File: src/rtl/ale_pkg.sv
// ----------------------------------------------------------------------------
// ale_pkg
// Shared widths, action and status codes, and the cell command and
// result types of the ordered list engine.
// ----------------------------------------------------------------------------
`default_nettype none

package ale_pkg;

   // field widths
   localparam int DATA_W    = 32;
   localparam int POS_W     = 9;
   localparam int ACT_W     = 4;
   localparam int STAT_W    = 2;
   localparam int DEPTH_DEF = 256;

   // actions
   localparam logic [ACT_W-1:0] ACT_APPEND    = 4'd0;
   localparam logic [ACT_W-1:0] ACT_PREPEND   = 4'd1;
   localparam logic [ACT_W-1:0] ACT_INSERT    = 4'd2;
   localparam logic [ACT_W-1:0] ACT_POP_LAST  = 4'd3;
   localparam logic [ACT_W-1:0] ACT_POP_FIRST = 4'd4;
   localparam logic [ACT_W-1:0] ACT_ERASE     = 4'd5;
   localparam logic [ACT_W-1:0] ACT_FIND      = 4'd6;
   localparam logic [ACT_W-1:0] ACT_READ      = 4'd7;
   localparam logic [ACT_W-1:0] ACT_OVERWRITE = 4'd8;
   localparam logic [ACT_W-1:0] ACT_CLEAR     = 4'd9;

   // result status
   localparam logic [STAT_W-1:0] STAT_OK     = 2'd0;
   localparam logic [STAT_W-1:0] STAT_FULL   = 2'd1;
   localparam logic [STAT_W-1:0] STAT_EMPTY  = 2'd2;
   localparam logic [STAT_W-1:0] STAT_BADPOS = 2'd3;

   // per-cell data operation
   typedef logic [1:0] op_type;
   localparam op_type OP_HOLD  = 2'd0;
   localparam op_type OP_UP    = 2'd1;  // open a gap at the slot
   localparam op_type OP_DOWN  = 2'd2;  // close the gap at the slot
   localparam op_type OP_WRITE = 2'd3;  // overwrite the slot

   // broadcast command to every cell
   typedef struct packed {
      op_type            op;
      logic [DATA_W-1:0] value;       // entry to load, or key for a find
      logic              scan_start;  // clear the result chain
      logic              scan_step;   // advance the result chain one cell
      logic              scan_find;   // match on key instead of slot
   } cmd_type;

   // result travelling down the chain toward cell 0
   typedef struct packed {
      logic              hit;
      logic [DATA_W-1:0] data;
      logic [POS_W-1:0]  pos;
   } res_type;

endpackage

`default_nettype wire

File: src/rtl/ale_cell.sv
// ----------------------------------------------------------------------------
// ale_cell
// One list slot: holds an entry, shifts it to or from its neighbors and
// forwards the first match of a scan toward the head of the chain.
// ----------------------------------------------------------------------------
`default_nettype none

module ale_cell #(
   parameter int DEPTH = ale_pkg::DEPTH_DEF,
   parameter int INDEX = 0
) (
   input  wire logic                           clock,
   input  wire ale_pkg::cmd_type               cmd,
   input  wire logic [$clog2(DEPTH)-1:0]       slot,
   input  wire logic [$clog2(DEPTH+1)-1:0]     count,
   input  wire logic [ale_pkg::DATA_W-1:0]     left_data,
   input  wire logic [ale_pkg::DATA_W-1:0]     right_data,
   input  wire ale_pkg::res_type               right_res,
   output logic [ale_pkg::DATA_W-1:0]          data,
   output ale_pkg::res_type                    res
);
   import ale_pkg::*;

   localparam int IW = $clog2(DEPTH);
   localparam int CW = $clog2(DEPTH+1);
   localparam logic [IW-1:0]    MY_SLOT = IW'(INDEX);
   localparam logic [CW-1:0]    MY_CNT  = CW'(INDEX);
   localparam logic [POS_W-1:0] MY_POS  = POS_W'(INDEX + 1);

   logic [DATA_W-1:0] data_ff, data_in;
   res_type           res_ff, res_in;
   logic              hit;

   // entry update
   always_comb begin
      data_in = data_ff;
      case (cmd.op)
         OP_UP: begin
            if (MY_SLOT > slot) data_in = left_data;
            else if (MY_SLOT == slot) data_in = cmd.value;
         end
         OP_DOWN: begin
            if (MY_SLOT >= slot) data_in = right_data;
         end
         OP_WRITE: begin
            if (MY_SLOT == slot) data_in = cmd.value;
         end
         default: data_in = data_ff;
      endcase
   end

   // local match for find or read
   assign hit = cmd.scan_find ? ((data_ff == cmd.value) && (MY_CNT < count))
                              : (MY_SLOT == slot);

   // result chain: nearer hit wins over what comes from the right
   always_comb begin
      res_in = res_ff;
      if (cmd.scan_start) begin
         res_in = '0;
      end else if (cmd.scan_step) begin
         if (hit) begin
            res_in.hit  = 1'b1;
            res_in.data = data_ff;
            res_in.pos  = MY_POS;
         end else begin
            res_in = right_res;
         end
      end
   end

   always_ff @(posedge clock) begin
      data_ff <= data_in;
      res_ff  <= res_in;
   end

   assign data = data_ff;
   assign res  = res_ff;

endmodule

`default_nettype wire

File: config.mk
export PLATFORM = sky130hd
export DESIGN_NAME = ale_cell
export DESIGN_NICKNAME = d
export VERILOG_FILES = /design/src/rtl/ale_pkg.sv /design/src/rtl/ale_cell.sv
export SDC_FILE = /design/constraint.sdc
export NUM_CORES = 1
export LEC_CHECK = 0
export ABC_AREA = 1
export BUFFER_PORTS_ARGS = -buffer_cell sky130_fd_sc_hd__buf_4
export CAP_MARGIN = 10
export CORE_UTILIZATION = 35
export DETAILED_ROUTE_END_ITERATION = 6
export PLACE_DENSITY_LB_ADDON = 0.05
export REMOVE_ABC_BUFFERS = 1
export SLEW_MARGIN = 10
export SYNTH_ARGS = -nofsm -noshare
export SYNTH_HDL_FRONTEND = slang
export SYNTH_SLANG_ARGS = --single-unit
File: constraint.sdc
create_clock -name clock -period 2.6 [get_ports clock]
set_input_delay 0.26 -clock clock [delete_from_list [all_inputs] [get_ports clock]]
set_output_delay 0.26 -clock clock [all_outputs]
set_load 0.01 [all_outputs]
==> impl_metrics.yaml, run 1 <==
run_status:
  status: "completed"
power_and_ir_drop:
  power-per-cell-area_nw_per_um2: 502.0
  leakage_uw: 0.003122
  post-layout-total-power_uw: 3122
  vdd_ir_drop_max_v: 0.0002622
logic_synthesis:
  synth_enable_flop_cells: 32
  synth-seq-cells: 74
  synthCells: 632
  async_set_or_reset_flop_fraction_in_the_synthesized_netlist_pct: 0
  yosysSeqAreaShare_pct: 41.21
  synth.avg_cell_area_um2: 6.917
  netlist_area_um2: 4372
  netlist-cell-type-count: 33
  synth_top_cell_by_area: "edfxtp_1"
  synthesis.yosys.warnings: 0
  synth.top_cells.by_area: "edfxtp_1 (22%), dfxtp_1 (19%), nand2_1 (17%)"
  synthDominantCellAreaShare_pct: 21.98
  ys.flop_type: "dfxtp_1"
grt:
  grt_pass1_vias: 4238
  antenna_found_initial: 0
  grt_overflow_total: 0
  grt_pass1_wl_um: 21550
  grt.total_usage_pct: 21.83
  maximum_number_of_pins_on_one_net_before_global_route_repair: 65
placed_design:
  placedCellCount: 973
  gp_routability_congestion: 0.7973
  detailed_place.area_um2: 5962
  place_hpwl_um: 9466
  port-buffer-count: 202
drt:
  drt_iter0_markers: 196
  drc: 0
  post_dr_wirelength_cell_um: 14.06
  drt-vias-per-instance: 4.636
  detail-route-antenna-nets: 0
  dr_total_vias: 4585
  wirelength_um: 13910
  firstDrtPassIters: 4
timing:
  final.setup_skew_ps: 4.337
  timing.final.max_slew_violations: 0
  max_slew.worst_pin.slew_ps: 598.4
  final-setup-viol-count: 0
  tcrit_tclk_final_pct: 81.41
  rsz0062_at_grt: "false"
  max_freq_ghz: 0.4725
  slew-limit-headroom_pct: 60.11
  final_hold_viol_count: 0
  layout_min_cycle_time_ps: 2117
critical_path:
  timing.reg2reg.setup_slack_ps: 480
  dominant_cell_type_by_count_on_the_critical_path: "nand2_1"
  critical-path-slowest-cell: "nand2_4"
  ff2ff_path_depth: 12
  cp_num_buf_inv: 1
  worstSetupEndpointType: "register"
  r2r_end: "res[30]$_SDFFE_PP0P_"
  critPathArrivalTime_ps: 2320
  critical-path-top-delay-family: "simple AND/OR/NAND/NOR gates"
  timing.critical_path.fanout_max: 34
  crit_path_category: "reg -> reg"
  timing.critical_path.required_ps: 2800
  timing.critical_path.from_type: "register"
  critical_path.reg2reg.startpoint: "data[24]$_DFFE_PP_"
  critical-path-max-stage-delay_ps: 430
  crit_path_cell_trace: "inv_1, nand2_1, nand2_1, nand2_1, nor2_1, nand2_1, nor2_2, nand3_4, nand2_4, nand2_1, nand3_1, a21oi_1"
final_layout:
  design.final.nets: 977
  num_antenna_cells: 0
  final_cell_mix: "buf_4 (210), nand2_1 (193), inv_1 (85)"
  drive_above_1_share_pct: 29.72
  layout-area-overhead-vs-synth_pct: 42.24
  layout.cell_area.non_filler_um2: 6218
  mostFrequentLayoutCell: "buf_4"
  final_non_filler_cell_total: 989
die:
  die_height_um: 113.8
  initial_core_util_pct: 36.10
  design.die.area_um2: 12940
  fp-row-count: 40
  design.portCount: 235
  design.core.area_um2: 12110
  horiz_die_dim_um: 113.8
cts:
  path_clk_slew_ps: 60
  clock_insertion_delay_at_the_later_pin_of_the_skew_report_ps: 340
  cts.path.max_buffers: 2
  h_tree_depth: 3
  cts-buffers-inserted: 9
  cts_repair_resize_count: 0
  postCtsSetupRepairBufs: 0
  cts_tree: "yes"
  cts-root-buf: "clkbuf_16"
  clock_sink_count: 74
  cts_hold_buf: 0
hold_path:
  min_path_type: "in -> reg"
  holdPathEnd: "res[41]$_SDFFE_PP0P_"
  timing.hold.worst.start: "right_res[41]"
  whs_path_depth: 3
flow_run:
  max_cap_violations: 0
## kinds of logic (layout without fill, tap and decap cells)
kind of cell	count (synthesis)	in the layout	share of synthesized area [%]
compound gates	113	113	13.19
xor+xnor	9	9	1.803
buf+inv	127	316	13.08
flops	74	74	41.21
simple gates	309	309	30.71
## worst max path at each step
stage               slack (ps)                    to          startpoint  depth (start not counted)
finish                     480  res[30]$_SDFFE_PP0P_  data[24]$_DFFE_PP_                         12
global route               260  res[31]$_SDFFE_PP0P_  data[10]$_DFFE_PP_                         12
CTS                        470  res[30]$_SDFFE_PP0P_  data[12]$_DFFE_PP_                         12
detailed placement         480  res[30]$_SDFFE_PP0P_  data[12]$_DFFE_PP_                         12
global placement           500  res[35]$_SDFFE_PP0P_  data[12]$_DFFE_PP_                         12
floorplan                -1040     data[0]$_DFFE_PP_             slot[1]                          3
## per-stage QoR
| step | util, % | hold slack (ps) | TNS [ps] | setup slack [ps] |
|---|---|---|---|---|
| 4_1_cts | 51.34 | 117.4 | 0 | 469.2 |
| 3_5_place_dp | 49.23 | 457.6 | 0 | 482.6 |
| 5_1_grt | 51.34 | 130.9 | 0 | 262.4 |
| 3_3_place_gp | 49.23 | 452.7 | 0 | 501.7 |
| 2_1_floorplan | - | 322.4 | -36010 | -1042 |
| 6_report | 51.34 | 132.4 | 0 | 483.4 |
## worst reg2reg max path, stage by stage (launching register included)
cell and delay, ps:
edfxtp_1 420, inv_1 110, nand2_1 50, nand2_1 50, nand2_1 50, nor2_1 120, nand2_1 80, nor2_2 170
nand3_4 210, nand2_4 430, nand2_1 120, nand3_1 90, a21oi_1 70
## Yosys cell counts (3+ instances only)
cell type / instances
inv_1: 85
clkbuf_1: 20
nand2_2: 6
nand4_1: 9
buf_6: 4
dfxtp_1: 42
nand3_1: 66
a21oi_1: 61
nor2_1: 23
edfxtp_1: 32
o21ai_1: 8
nand2_1: 194
xor2_1: 3
xnor2_1: 6
buf_2: 5
buf_4: 4
o21ai_0: 40
## metal layers
metal  track usage [%]  up-vias  wire length (µm)
met5                 0        -                 0
met4             8.070        0               240
met3             4.410       15               853
met2             36.50      149              6600
met1             27.80     2031              6212
li1                  -     2390                 -
## where the power goes
group	switching, µW	internal, µW	leakage [µW]
registers	49.2	1300	0.000664
clock network	490	641	0.000130
logic	311	328	0.00233
## sequential cells by signal, summed over array words and instances (netlist names)
signal and flops:
data 32, res 42
## layout make-up
type / count / area, µm²
repair buffers: 211 / 1597
multi-input cells: 431 / 2019
flip-flops and latches: 74 / 1802
inverters: 89 / 334.1
clock buffers: 12 / 236.5
clock inverters: 4 / 20.02
fillers: 1244 / 5893
well taps: 168 / 210.2
Power figures use the tool's default switching activity.
==> inputs of run 2 (changes only) <==
- clock period: 2.6 -> 2.2 ns (I/O delays scaled with it)
==> impl_metrics.yaml, run 2 (same netlist as run 1, synthesis figures left out) <==
flow_run:
  max_cap_violations: 0
cts:
  cts-buffers-inserted: 9
  cts_repair_resize_count: 0
  cts-root-buf: "clkbuf_16"
  path_clk_slew_ps: 60
  postCtsSetupRepairBufs: 0
  h_tree_depth: 3
  cts_hold_buf: 0
  clock_sink_count: 74
  cts_tree: "yes"
  clock_insertion_delay_at_the_later_pin_of_the_skew_report_ps: 340
  cts.path.max_buffers: 2
die:
  fp-row-count: 40
  die_height_um: 113.8
  initial_core_util_pct: 36.10
  design.die.area_um2: 12940
  design.portCount: 235
  design.core.area_um2: 12110
  horiz_die_dim_um: 113.8
critical_path:
  dominant_cell_type_by_count_on_the_critical_path: "nand2_1"
  timing.critical_path.fanout_max: 16
  timing.critical_path.required_ps: 2400
  critPathArrivalTime_ps: 2120
  r2r_end: "res[40]$_SDFFE_PP0P_"
  critical-path-max-stage-delay_ps: 420
  ff2ff_path_depth: 13
  critical-path-slowest-cell: "edfxtp_1"
  timing.critical_path.from_type: "register"
  crit_path_cell_trace: "inv_1, nand2_1, nand2_1, nand2_1, nor2_1, nand2_1, nor2_2, nand3_4, nand2_4, buf_4, nand2_1, nand3_1, a21oi_1"
  critical_path.reg2reg.startpoint: "data[10]$_DFFE_PP_"
  crit_path_category: "reg -> reg"
  worstSetupEndpointType: "register"
  critical-path-top-delay-family: "simple AND/OR/NAND/NOR gates"
  cp_num_buf_inv: 2
  timing.reg2reg.setup_slack_ps: 270
placed_design:
  port-buffer-count: 202
  place_hpwl_um: 9730
  gp_routability_congestion: 0.7819
run_status:
  status: "completed"
final_layout:
  layout.core_utilization_pct: 52.17
  final_cell_mix: "buf_4 (215), nand2_1 (193), inv_1 (85)"
  num_antenna_cells: 0
  max_reg_flops: 42
  layout-area-overhead-vs-synth_pct: 44.53
  design.final.nets: 983
  drive_above_1_share_pct: 30.47
  mostFrequentLayoutCell: "buf_4"
grt:
  grt_overflow_total: 0
  maximum_number_of_pins_on_one_net_before_global_route_repair: 43
  grt_most_used_layer: "met2"
  grt_pass1_vias: 4250
  antenna_found_initial: 0
  grt.total_usage_pct: 21.74
  grtUsageMet3_pct: 4.729
  grt_util_met2_pct: 35.65
  grt_use_met1_pct: 28.09
  grt_pass1_wl_um: 21520
drt:
  drt-vias-per-instance: 4.637
  firstDrtPassIters: 6
  dr_total_vias: 4614
  drt_iter0_markers: 167
  post_dr_wirelength_cell_um: 13.72
  wirelength_um: 13660
  detail-route-antenna-nets: 0
  drc: 0
power_and_ir_drop:
  power-per-cell-area_nw_per_um2: 606.3
  post-layout-total-power_uw: 3831
  leakage_uw: 0.003175
  vdd_ir_drop_max_v: 0.0003091
timing:
  timing.final.max_slew_violations: 0
  final.setup_skew_ps: 9.673
  max_freq_ghz: 0.5190
  final_hold_viol_count: 0
  max_slew.worst_pin.slew_ps: 500.1
  rsz0062_at_grt: "false"
  final-setup-viol-count: 0
  layout_min_cycle_time_ps: 1927
  tcrit_tclk_final_pct: 87.58
  setup_tns_ps: 0
  slew-limit-headroom_pct: 66.66
hold_path:
  whs_path_depth: 3
  min_path_type: "in -> reg"
  timing.hold.worst.start: "right_res[41]"
  holdPathEnd: "res[41]$_SDFFE_PP0P_"
[run 2: cell count changes in the layout (fill, tap and decap cells not counted)]
cell	change
buf_4	+5
clkbuf_8	+2
clkinv_2	-3
clkbuf_16	+1
clkbuf_1	-2
buf_12	+1
inv_4	+2
[run 2: worst max path at each step]
| stage | start | endpoint | cells after the start |
|---|---|---|---|
| finish | data[10]$_DFFE_PP_ | res[40]$_SDFFE_PP0P_ | 13 |
| global placement | data[12]$_DFFE_PP_ | res[33]$_SDFFE_PP0P_ | 13 |
| CTS | data[10]$_DFFE_PP_ | res[40]$_SDFFE_PP0P_ | 13 |
| global route | data[12]$_DFFE_PP_ | res[9]$_SDFFE_PP0P_ | 13 |
| detailed placement | data[12]$_DFFE_PP_ | res[33]$_SDFFE_PP0P_ | 13 |
| floorplan | slot[1] | data[0]$_DFFE_PP_ | 3 |
[run 2: area by class of cell]
type / instances / area (µm²)
Clock inverter: 3 / 17.52
Tap cell: 168 / 210.2
Multi-Input combinational cell: 431 / 2019
Fill cell: 1242 / 5793
Clock buffer: 13 / 281.5
Inverter: 89 / 334.1
Sequential cell: 74 / 1802
Timing Repair Buffer: 217 / 1654
[run 2: per-stage QoR]
stage,cells,hold slack (ps),cell area (µm²),worst slack [ps]
5_1_grt,995,86.57,6319,61.61
6_report,995,97.03,6319,273.3
2_1_floorplan,594,282.4,4134,-1402
3_5_place_dp,979,435.2,6020,279.6
3_3_place_gp,979,430.3,6020,291.4
4_1_cts,995,80.98,6319,250.5
[run 2: worst reg2reg max path, stage by stage (launching register included)]
cell and delay (ps):
edfxtp_1 420, inv_1 120, nand2_1 50, nand2_1 50
nand2_1 50, nor2_1 130, nand2_1 90, nor2_2 160
nand3_4 110, nand2_4 220, buf_4 200, nand2_1 60
nand3_1 60, a21oi_1 70
[run 2: report_power, final]
| part | internal [µW] | switching (µW) | total, µW | leakage, µW |
|---|---|---|---|---|
| Combinational | 389 | 364 | 754 | 0.00236 |
| Clock | 895 | 583 | 1480 | 0.000152 |
| Sequential | 1540 | 59.0 | 1600 | 0.000664 |
[run 2: routing by layer]
layer  vias up  share of wire, %
met5         -                 0
met4         0               1.9
met3        18               6.4
met2       146                47
met1      2048                45
li1       2402                 -
==> inputs of run 3 (changes only) <==
- clock period: 2.2 -> 2.1 ns (I/O delays scaled with it)
==> impl_metrics.yaml, run 3 (same netlist as run 1, synthesis figures left out) <==
timing:
  timing.final.max_slew_violations: 0
  slew-limit-headroom_pct: 63.69
  final-setup-viol-count: 0
  final_hold_viol_count: 0
  tcrit_tclk_final_pct: 87.33
  rsz0062_at_grt: "false"
  max_freq_ghz: 0.5453
  layout_min_cycle_time_ps: 1834
  postLayoutSetupSlackWorst_ps: 266.1
  max_slew.worst_pin.slew_ps: 544.6
  setup_tns_ps: 0
  worst_hold_margin_ps: 78.56
  final.setup_skew_ps: 9.086
critical_path:
  cp.depth: 11
  r2r_end: "res[22]$_SDFFE_PP0P_"
  timing.critical_path.required_ps: 2300
  critical_path.reg2reg.startpoint: "data[14]$_DFFE_PP_"
  crit_path_category: "reg -> reg"
  timing.critical_path.from_type: "register"
  cp_num_buf_inv: 1
  ff2ff_path_depth: 11
  worst_setup_path_endpoint: "res[22]$_SDFFE_PP0P_"
  critical-path-top-delay-family: "simple AND/OR/NAND/NOR gates"
  timing.critical_path.fanout_max: 14
  critPathArrivalTime_ps: 2030
  dominant_cell_type_by_count_on_the_critical_path: "nand2_1"
  timing.critical_path.from: "data[14]$_DFFE_PP_"
  crit_path_cell_trace: "xnor2_1, nand2_1, nor2_1, nand2_1, nor2_2, nand3_4, nand2_4, buf_6, nand2_1, nand3_1, a21oi_1"
  critical-path-max-stage-delay_ps: 440
  timing.reg2reg.setup_slack_ps: 270
  worstSetupEndpointType: "register"
  critical-path-slowest-cell: "edfxtp_1"
power_and_ir_drop:
  switching_power_uw: 1072
  netSwitchingFraction_pct: 25.65
  leakage_uw: 0.003202
  power.sequential.fraction_pct: 40.1
  vdd_ir_drop_max_v: 0.0003814
  p_clk_share_pct: 40.9
  power-per-cell-area_nw_per_um2: 654.5
  combinational_power_share_pct: 19.0
  internal_power_uw: 3107
drt:
  dr_total_vias: 4653
  drt-vias-per-instance: 4.676
  wirelength_um: 14000
  drt_iter0_markers: 260
  post_dr_wirelength_cell_um: 14.07
  drc: 0
  detail-route-antenna-nets: 0
  firstDrtPassIters: 4
die:
  die_height_um: 113.8
  fp-row-count: 40
  design.core.area_um2: 12110
  design.die.area_um2: 12940
  horiz_die_dim_um: 113.8
  design.portCount: 235
  initial_core_util_pct: 36.10
final_layout:
  layout-area-overhead-vs-synth_pct: 46.08
  drive_above_1_share_pct: 30.47
  ff_latch_area_um2: 1802
  max_reg_flops: 42
  fill_cells: 1234
  num_antenna_cells: 0
  design.final.nets: 983
  final_cell_mix: "buf_4 (212), nand2_1 (193), inv_1 (85)"
  mostFrequentLayoutCell: "buf_4"
  layout.core_utilization_pct: 52.73
  multi_input_comb_area_um2: 2019
grt:
  grt.total_usage_pct: 22.56
  antenna_found_initial: 0
  grt_pass1_wl_um: 22200
  maximum_number_of_pins_on_one_net_before_global_route_repair: 50
  grt_overflow_total: 0
  grt_pass1_vias: 4397
cts:
  cts_hold_buf: 0
  cts_tree: "yes"
  path_clk_slew_ps: 60
  h_tree_depth: 3
  clock_insertion_delay_at_the_later_pin_of_the_skew_report_ps: 340
  cts-root-buf: "clkbuf_16"
  cts_repair_resize_count: 0
  postCtsSetupRepairBufs: 0
  cts-buffers-inserted: 9
  clock_sink_count: 74
  cts.path.max_buffers: 2
placed_design:
  gp_routability_congestion: 0.8238
  place_worst_setup_slack_ps: 224.1
  port-buffer-count: 202
  place_hpwl_um: 9789
hold_path:
  min_path_type: "in -> reg"
run_status:
  status: "completed"
flow_run:
  max_cap_violations: 0
-- run 3: final cells by class --
cell class | instances | area share, %
clock buffer | 15 | 5.192
clock inverter | 1 | 0.09796
inverter | 89 | 5.231
multi-input combinational | 431 | 31.62
sequential | 74 | 28.21
tap | 168 | 3.292
timing repair buffer | 217 | 26.35
-- run 3: power groups by stage --
stage / Clock [µW] / Sequential [µW] / Combinational [µW]
3_5_place_dp: 0 / 1710 / 800
5_1_grt: 1820 / 1690 / 889
4_1_cts: 1750 / 1680 / 803
2_1_floorplan: 0 / 1740 / 298
3_3_place_gp: 0 / 1700 / 786
6_report: 1710 / 1680 / 795
-- run 3: worst min path at each step --
| stage | start | end | slack (ps) | cells past startpoint |
|---|---|---|---|---|
| 2_1_floorplan | cmd[2] | res[35]$_SDFFE_PP0P_ | 270 | 1 |
| 3_3_place_gp | right_res[41] | res[41]$_SDFFE_PP0P_ | 420 | 3 |
| 3_5_place_dp | right_res[41] | res[41]$_SDFFE_PP0P_ | 420 | 3 |
| 4_1_cts | right_res[41] | res[41]$_SDFFE_PP0P_ | 70 | 3 |
| 5_1_grt | right_res[0] | res[0]$_SDFFE_PP0P_ | 80 | 3 |
| 6_report | right_res[41] | res[41]$_SDFFE_PP0P_ | 80 | 3 |
-- run 3: layer usage --
metal	routed length [µm]	GRT usage [%]	share of wire [%]
met4	259	8.596	1.8
met2	6774	38.58	48
met5	0	0	0
met1	6172	27.68	44
met3	798	4.995	5.7
-- run 3: per-stage QoR --
step	std cells	power (µW)	area, µm²
floorplan	594	2042	4134
global placement	979	2488	6045
detailed placement	979	2506	6045
CTS	995	4231	6382
global route	995	4396	6386
finish	995	4179	6386
-- run 3: worst reg2reg max path: cells and delay by family (launching register included) --
family	cells	cell delay (ps)
flops	1	440
xor+xnor	1	190
simple gates	8	810
compound gates	1	80
buf+inv	1	190
